===== src/pst_pkg.sv =====
package pst_pkg;

   localparam int ENTRIES = 64;
   localparam int IDX_W   = (ENTRIES > 1) ? $clog2(ENTRIES) : 1;
   localparam int CNT_W   = $clog2(ENTRIES + 1);
   localparam int KEY_W   = 64;
   localparam int TIME_W  = 48;
   localparam int CAP_W   = 26;
   localparam int BURST_W = 16;
   localparam int RATE_W  = 20;
   localparam int PROD_W  = CAP_W + RATE_W;
   localparam int CSR_IDX_W  = 4;
   localparam int CSR_DATA_W = 32;

   localparam logic [CAP_W-1:0] MILLI = CAP_W'(1000);

   localparam logic [CSR_IDX_W-1:0] CSR_BURST = CSR_IDX_W'(0);
   localparam logic [CSR_IDX_W-1:0] CSR_RATE  = CSR_IDX_W'(1);

   localparam logic [1:0] VERDICT_ALLOW = 2'd0;
   localparam logic [1:0] VERDICT_DENY  = 2'd1;
   localparam logic [1:0] VERDICT_FULL  = 2'd2;
   localparam logic [1:0] VERDICT_PRUNE = 2'd3;

   typedef struct packed {
      logic              kind;
      logic [KEY_W-1:0]  addr_hi;
      logic [KEY_W-1:0]  addr_lo;
      logic [TIME_W-1:0] now_ms;
   } req_type;

   typedef struct packed {
      logic [1:0] verdict;
      logic [6:0] removed_count;
   } rsp_type;

   typedef struct packed {
      logic [KEY_W-1:0]  key_high;
      logic [KEY_W-1:0]  key_low;
      logic [CAP_W-1:0]  token_level;
      logic [TIME_W-1:0] last_seen_ms;
   } entry_type;

   typedef struct packed {
      logic             we;
      logic             set_valid;
      logic             clr_valid;
      logic [IDX_W-1:0] addr;
      entry_type        data;
   } tbl_wr_type;

endpackage


===== src/pst_div.sv =====
module pst_div (
   input  logic                            clock,
   input  logic                            reset,
   input  logic                            start,
   input  logic [pst_pkg::CAP_W-1:0]       dividend,
   input  logic [pst_pkg::RATE_W-1:0]      divisor,
   output logic                            done,
   output logic [pst_pkg::CAP_W-1:0]       quotient
);

   localparam int STEP_W = $clog2(pst_pkg::CAP_W);

   logic                          run_ff, run_in;
   logic                          done_ff, done_in;
   logic [STEP_W-1:0]             step_ff, step_in;
   logic [pst_pkg::CAP_W-1:0]     quo_ff, quo_in;
   logic [pst_pkg::RATE_W-1:0]    rem_ff, rem_in;
   logic [pst_pkg::RATE_W-1:0]    dvs_ff, dvs_in;
   logic [pst_pkg::RATE_W:0]      trial;

   // one quotient bit per cycle, restoring
   always_comb begin
      run_in  = run_ff;
      done_in = 1'b0;
      step_in = step_ff;
      quo_in  = quo_ff;
      rem_in  = rem_ff;
      dvs_in  = dvs_ff;
      trial   = {rem_ff, quo_ff[pst_pkg::CAP_W-1]};
      if (start) begin
         run_in  = 1'b1;
         step_in = STEP_W'(pst_pkg::CAP_W - 1);
         quo_in  = dividend;
         rem_in  = '0;
         dvs_in  = divisor;
      end else if (run_ff) begin
         if (trial >= {1'b0, dvs_ff}) begin
            rem_in = pst_pkg::RATE_W'(trial - {1'b0, dvs_ff});
            quo_in = {quo_ff[pst_pkg::CAP_W-2:0], 1'b1};
         end else begin
            rem_in = pst_pkg::RATE_W'(trial);
            quo_in = {quo_ff[pst_pkg::CAP_W-2:0], 1'b0};
         end
         if (step_ff == '0) begin
            run_in  = 1'b0;
            done_in = 1'b1;
         end else begin
            step_in = step_ff - 1'b1;
         end
      end
   end

   always_ff @(posedge clock) begin
      if (reset) begin
         run_ff  <= 1'b0;
         done_ff <= 1'b0;
      end else begin
         run_ff  <= run_in;
         done_ff <= done_in;
      end
      step_ff <= step_in;
      quo_ff  <= quo_in;
      rem_ff  <= rem_in;
      dvs_ff  <= dvs_in;
   end

   assign done     = done_ff;
   assign quotient = quo_ff;

endmodule


===== config.mk =====
export PLATFORM = sky130hd
export DESIGN_NAME = pst_div
export DESIGN_NICKNAME = d
export VERILOG_FILES = /design/src/pst_pkg.sv /design/src/pst_div.sv
export SDC_FILE = /design/constraint.sdc
export NUM_CORES = 1
export LEC_CHECK = 0
export ABC_AREA = 1
export BUFFER_PORTS_ARGS = -buffer_cell sky130_fd_sc_hd__clkbuf_2
export CORE_UTILIZATION = 55
export CTS_CLUSTER_DIAMETER = 200
export DETAILED_ROUTE_END_ITERATION = 12
export PLACE_DENSITY = 0.87
export SYNTH_ARGS = -nofsm -noshare
export SYNTH_HDL_FRONTEND = slang
export SYNTH_SLANG_ARGS = --single-unit

===== constraint.sdc =====
create_clock -name clock -period 3.24 [get_ports clock]
set_input_delay 0.162 -clock clock [delete_from_list [all_inputs] [get_ports clock]]
set_output_delay 0.162 -clock clock [all_outputs]
set_load 0.02 [all_outputs]

Word-level counts from Yosys, hierarchy flattened
Index checks and enable logic that the tools add are counted.

Register bits: 73.

Bitwise operators: 2. $lt $le $gt $ge: 1. Muxes and demuxes: 8. $add $sub $neg: 2. Reductions and logical operators: 4.

Operator list (number): $mux W26 (2); $ge A21 B20 Y1 (1); $mux W20 (1); $sub A20 B20 Y20 (1); $logic_not A5 Y1 (1); $mux W1 (5); $sub A5 B1 Y5 const B (1); $reduce_or A3 Y1 (1); $not A1 Y1 (2); $reduce_and A2 Y1 (1); $reduce_bool A2 Y1 (1).

Logic depth before layout (Yosys ltp)
Depth in word-level cells: 4. Depth in mapped cells: 15. Mapped depth without buffers: 14.

Least setup slack after synthesis
OpenSTA, ideal clock, no wires.

Path type: flip-flop to flip-flop. Start point: register quo_ff (netlist bit quotient[25]). End point: register rem_ff[16] (netlist bit). Arrival time: 1.862 ns. Stages on the path, launching flop included: 14. Path buffers: 0. Period minus slack after synthesis: 1.975 ns. Setup slack: 1.265 ns. Cells stage by stage: edfxtp_1 inv_1 ha_1 fa_1 inv_1 nand3_1 nand3_1 nand2_1 nand2_1 nand2_1 nand3_1 nand3_2 nand3_1 nand2_1.

Word-level cells in the longest chain between the ends: 2.

Ends and longest elaborated chain: from (decl) (line pst_div.sv:16) `logic [pst_pkg::CAP_W-1:0] quo_ff, quo_in;`; from (signal assigned) (line pst_div.sv:62) `quo_ff <= quo_in;`; $sub A20 B20 Y20 or $ge A21 B20 Y1 (tied branches) (line pst_div.sv:38, pst_div.sv:37); $mux W20 * (line pst_div.sv:37) `if (trial >= {1'b0, dvs_ff}) begin`; to (signal assigned) (line pst_div.sv:63) `rem_ff <= rem_in;`; to (decl) (line pst_div.sv:17) `logic [pst_pkg::RATE_W-1:0] rem_ff, rem_in;`.

Mark *: on every way between the ends. The rest lies on a longest branch, timed or not. A chain may end at the register's enable or synchronous reset.

Worst setup path in the final report
Start point: register rem_ff[7] (netlist bit). End point: register rem_ff[0] (netlist bit).

Word-level cells in the longest chain between the ends: 2.

Ends and longest elaborated chain (line): $ge A21 B20 Y1 (pst_div.sv:37); $mux W20 (pst_div.sv:37).

Every way passes these cells.

==> metrics.cfg <==
[logic_synthesis]
synthTopCellsByArea = edfxtp_1 (31%), nand2_1 (19%), dfxtp_1 (12%)
synth_compound_area_share_pct = 3.84
yosys_warnings = 0
synthMuxAreaShare_pct = 0
synthAdderAreaFrac_pct = 6.37
syn_area_um2 = 4440
avgSynthCellArea_um2 = 7.55
synth_top_cell_by_area = edfxtp_1
synthTopCellsByCount = nand2_1 (220), inv_1 (89), nand3_1 (48)
netlist_instances = 588
synth_xor_area_share_pct = 1.78
synth_largest_type_area_fraction_pct = 31.1
synth_seq_cells = 73
ys_types = 34
synth_top_family_by_area = simple AND/OR/NAND/NOR gates
yosysMostFrequentCell = nand2_1
synth-edff-count = 46
synth-async-reset-ratio_pct = 0
synth_seq_area_share_pct = 43.3
synthSimpleGateAreaFrac_pct = 34.5
synth-main-ff-cell = edfxtp_1
synth_fp_nets = 659

[layout]
nets = 755
multi_input_area_um2 = 2060
stdcell_area_um2 = 5260
diodes = 0
n_fill_cell = 666
seq_area_um2 = 1920
synthToLayoutAreaGrowth_pct = 18.5
drive_gt1_share_pct = 17.7

[pwr]
power_density_nw_per_um2 = 396
p_leak_nw = 2.75
ir_worst_vdd_mv = 0.334
power_mw = 2.08

[worst_setup_path]
path_class = register to register
critPathLaunchType = register
reg2reg_slack_ns = 0.82
cp_data_required_time_ns = 3.53
cp-end-kind = register
arrival_ns = 2.71
worstPathMaxFanout = 22

[timing]
hold_violations = 0
setup_violations = 0
finClkSkew_ns = 0.0108
slew_viol_final = 0
tns_ns = 0
max_freq_ghz = 0.413
rsz0062_at_grt = no
worstMarginPinSlew_ns = 0.923
min_period_ns = 2.42
maxSlewHeadroom_pct = 38.4
period_share_pct = 74.7

[clock_network]
clockRootBuffer = clkbuf_8
clock_path_buffers = 2
post_cts_resized = 0
path_clk_slew_ns = 0.09
cts_made_buffers = 9
cts_tree = built
clk_latency_ns = 0.36
htreeDepth = 3
post_cts_buffers = 0
cts.sinks = 73

[placed_design]
portBuffers = 75
place_area_um2 = 4870
dp_hpwl_mm = 7.52
routabilityCongestion = 0.965

[floorplanning]
die_w_um = 91.8
fp.dieArea_um2 = 8430
pin_count = 76
rows = 32
die_y_um = 91.8
start_util_pct = 57.1
core_um2 = 7770

[routing]
initialDrtViolationCount = 273
wl_per_cell_um = 13.3
drc = 0
dr.pass1.iters = 4
routed_wl_mm = 10.5
vias = 4106
vias_per_cell = 5.19
antenna_left = 0

[global_routing]
track_usage_pct = 26.2
antenna_found_initial = 0
grt_pass1_vias = 3843
globalRoute.totalOverflow = 0
grt_pass1_wl_mm = 17.3
grt_max_degree = 49

[outcome]
status = finished clean

[min_path]
min_path_type = primary input to register

[flow_run]
cap_violations = 0

-- stage by stage --
step	util (%)	setup slack [ns]	hold WS [ns]	cells
after detailed placement	62.8	0.900	0.341	754
after floorplan	-	1.26	0.231	588
after global placement	62.8	0.965	0.339	754
after CTS	67.7	0.868	0.0557	791
after global routing	67.7	0.594	0.0589	791
final	67.7	0.820	0.0649	791
-- flip-flops by register name, indices dropped and copies added, names as in the netlist --
signal	flops
quotient	26
step_ff	5
run_ff	1
rem_ff	20
dvs_ff	20
done	1
-- layout make-up --
type	count	share of cell area, %
well taps	102	2.43
clock inverters	6	0.833
flip-flops and latches	73	36.6
multi-input cells	405	39.3
repair buffers	100	11.7
clock buffers	10	2.43
inverters	95	6.78
-- final timing paths --
check / start / to / depth (start not counted)
worst min register to register: step_ff[4] / step_ff[4] / 2
worst max register to register: rem_ff[7] / rem_ff[0] / 12
worst max-delay path: rem_ff[7] / rem_ff[0] / 12
worst min-delay path: dividend[23] / quotient[23] / 3
-- critical path, cell delays in order, from the launching register on --
cell,delay [ns]
dfxtp_1,0.35
ha_1,0.40
nand2_2,0.16
nor2_4,0.06
nand2_1,0.08
nor2_1,0.04
nand2_1,0.06
nand2_2,0.06
nor2_4,0.51
nand2_4,0.32
nand2_1,0.15
nand3_1,0.07
o21ai_1,0.07
-- cells in the final DEF (no fill, tap or decap), types with 10 or more instances in the layout --
cell	n
nand3b_1	10
ha_1	21
nand3_2	11
edfxtp_1	46
inv_1	89
dfxtp_1	27
clkbuf_2	75
nand2_1	220
dlygate4sd3_1	21
nand3_1	48
a21oi_1	14
nor2_1	31
-- logic make-up after synthesis --
logic type / after synthesis
and+or+nand+nor: 342
buffers and inverters: 110
adders and majority gates: 22
DFF: 73
xor gates and xnor gates: 9
AOI/OAI and AO/OA: 32
-- routing by layer --
layer  part of all wire, %  up-vias  wire [um]  track usage (%)
li1                      -     2045          -                -
met1                    45     1850       4710             33.4
met2                    45      179       4760             42.6
met3                   7.5       32        785             6.14
met4                   2.6        0        276             11.2
met5                     0        -          0                0
-- power by group --
| group | internal (mW) | switching [mW] |
|---|---|---|
| combinational | 0.128 | 0.219 |
| sequential | 1.06 | 0.0307 |
| clock | 0.281 | 0.367 |
-- what timing repair did --
action                                  CTS  global route
hold buffers                             21             0
endpoints found under the hold margin    22             0
endpoints found under the setup margin    0             0
(Power assumes the default switching activity.)
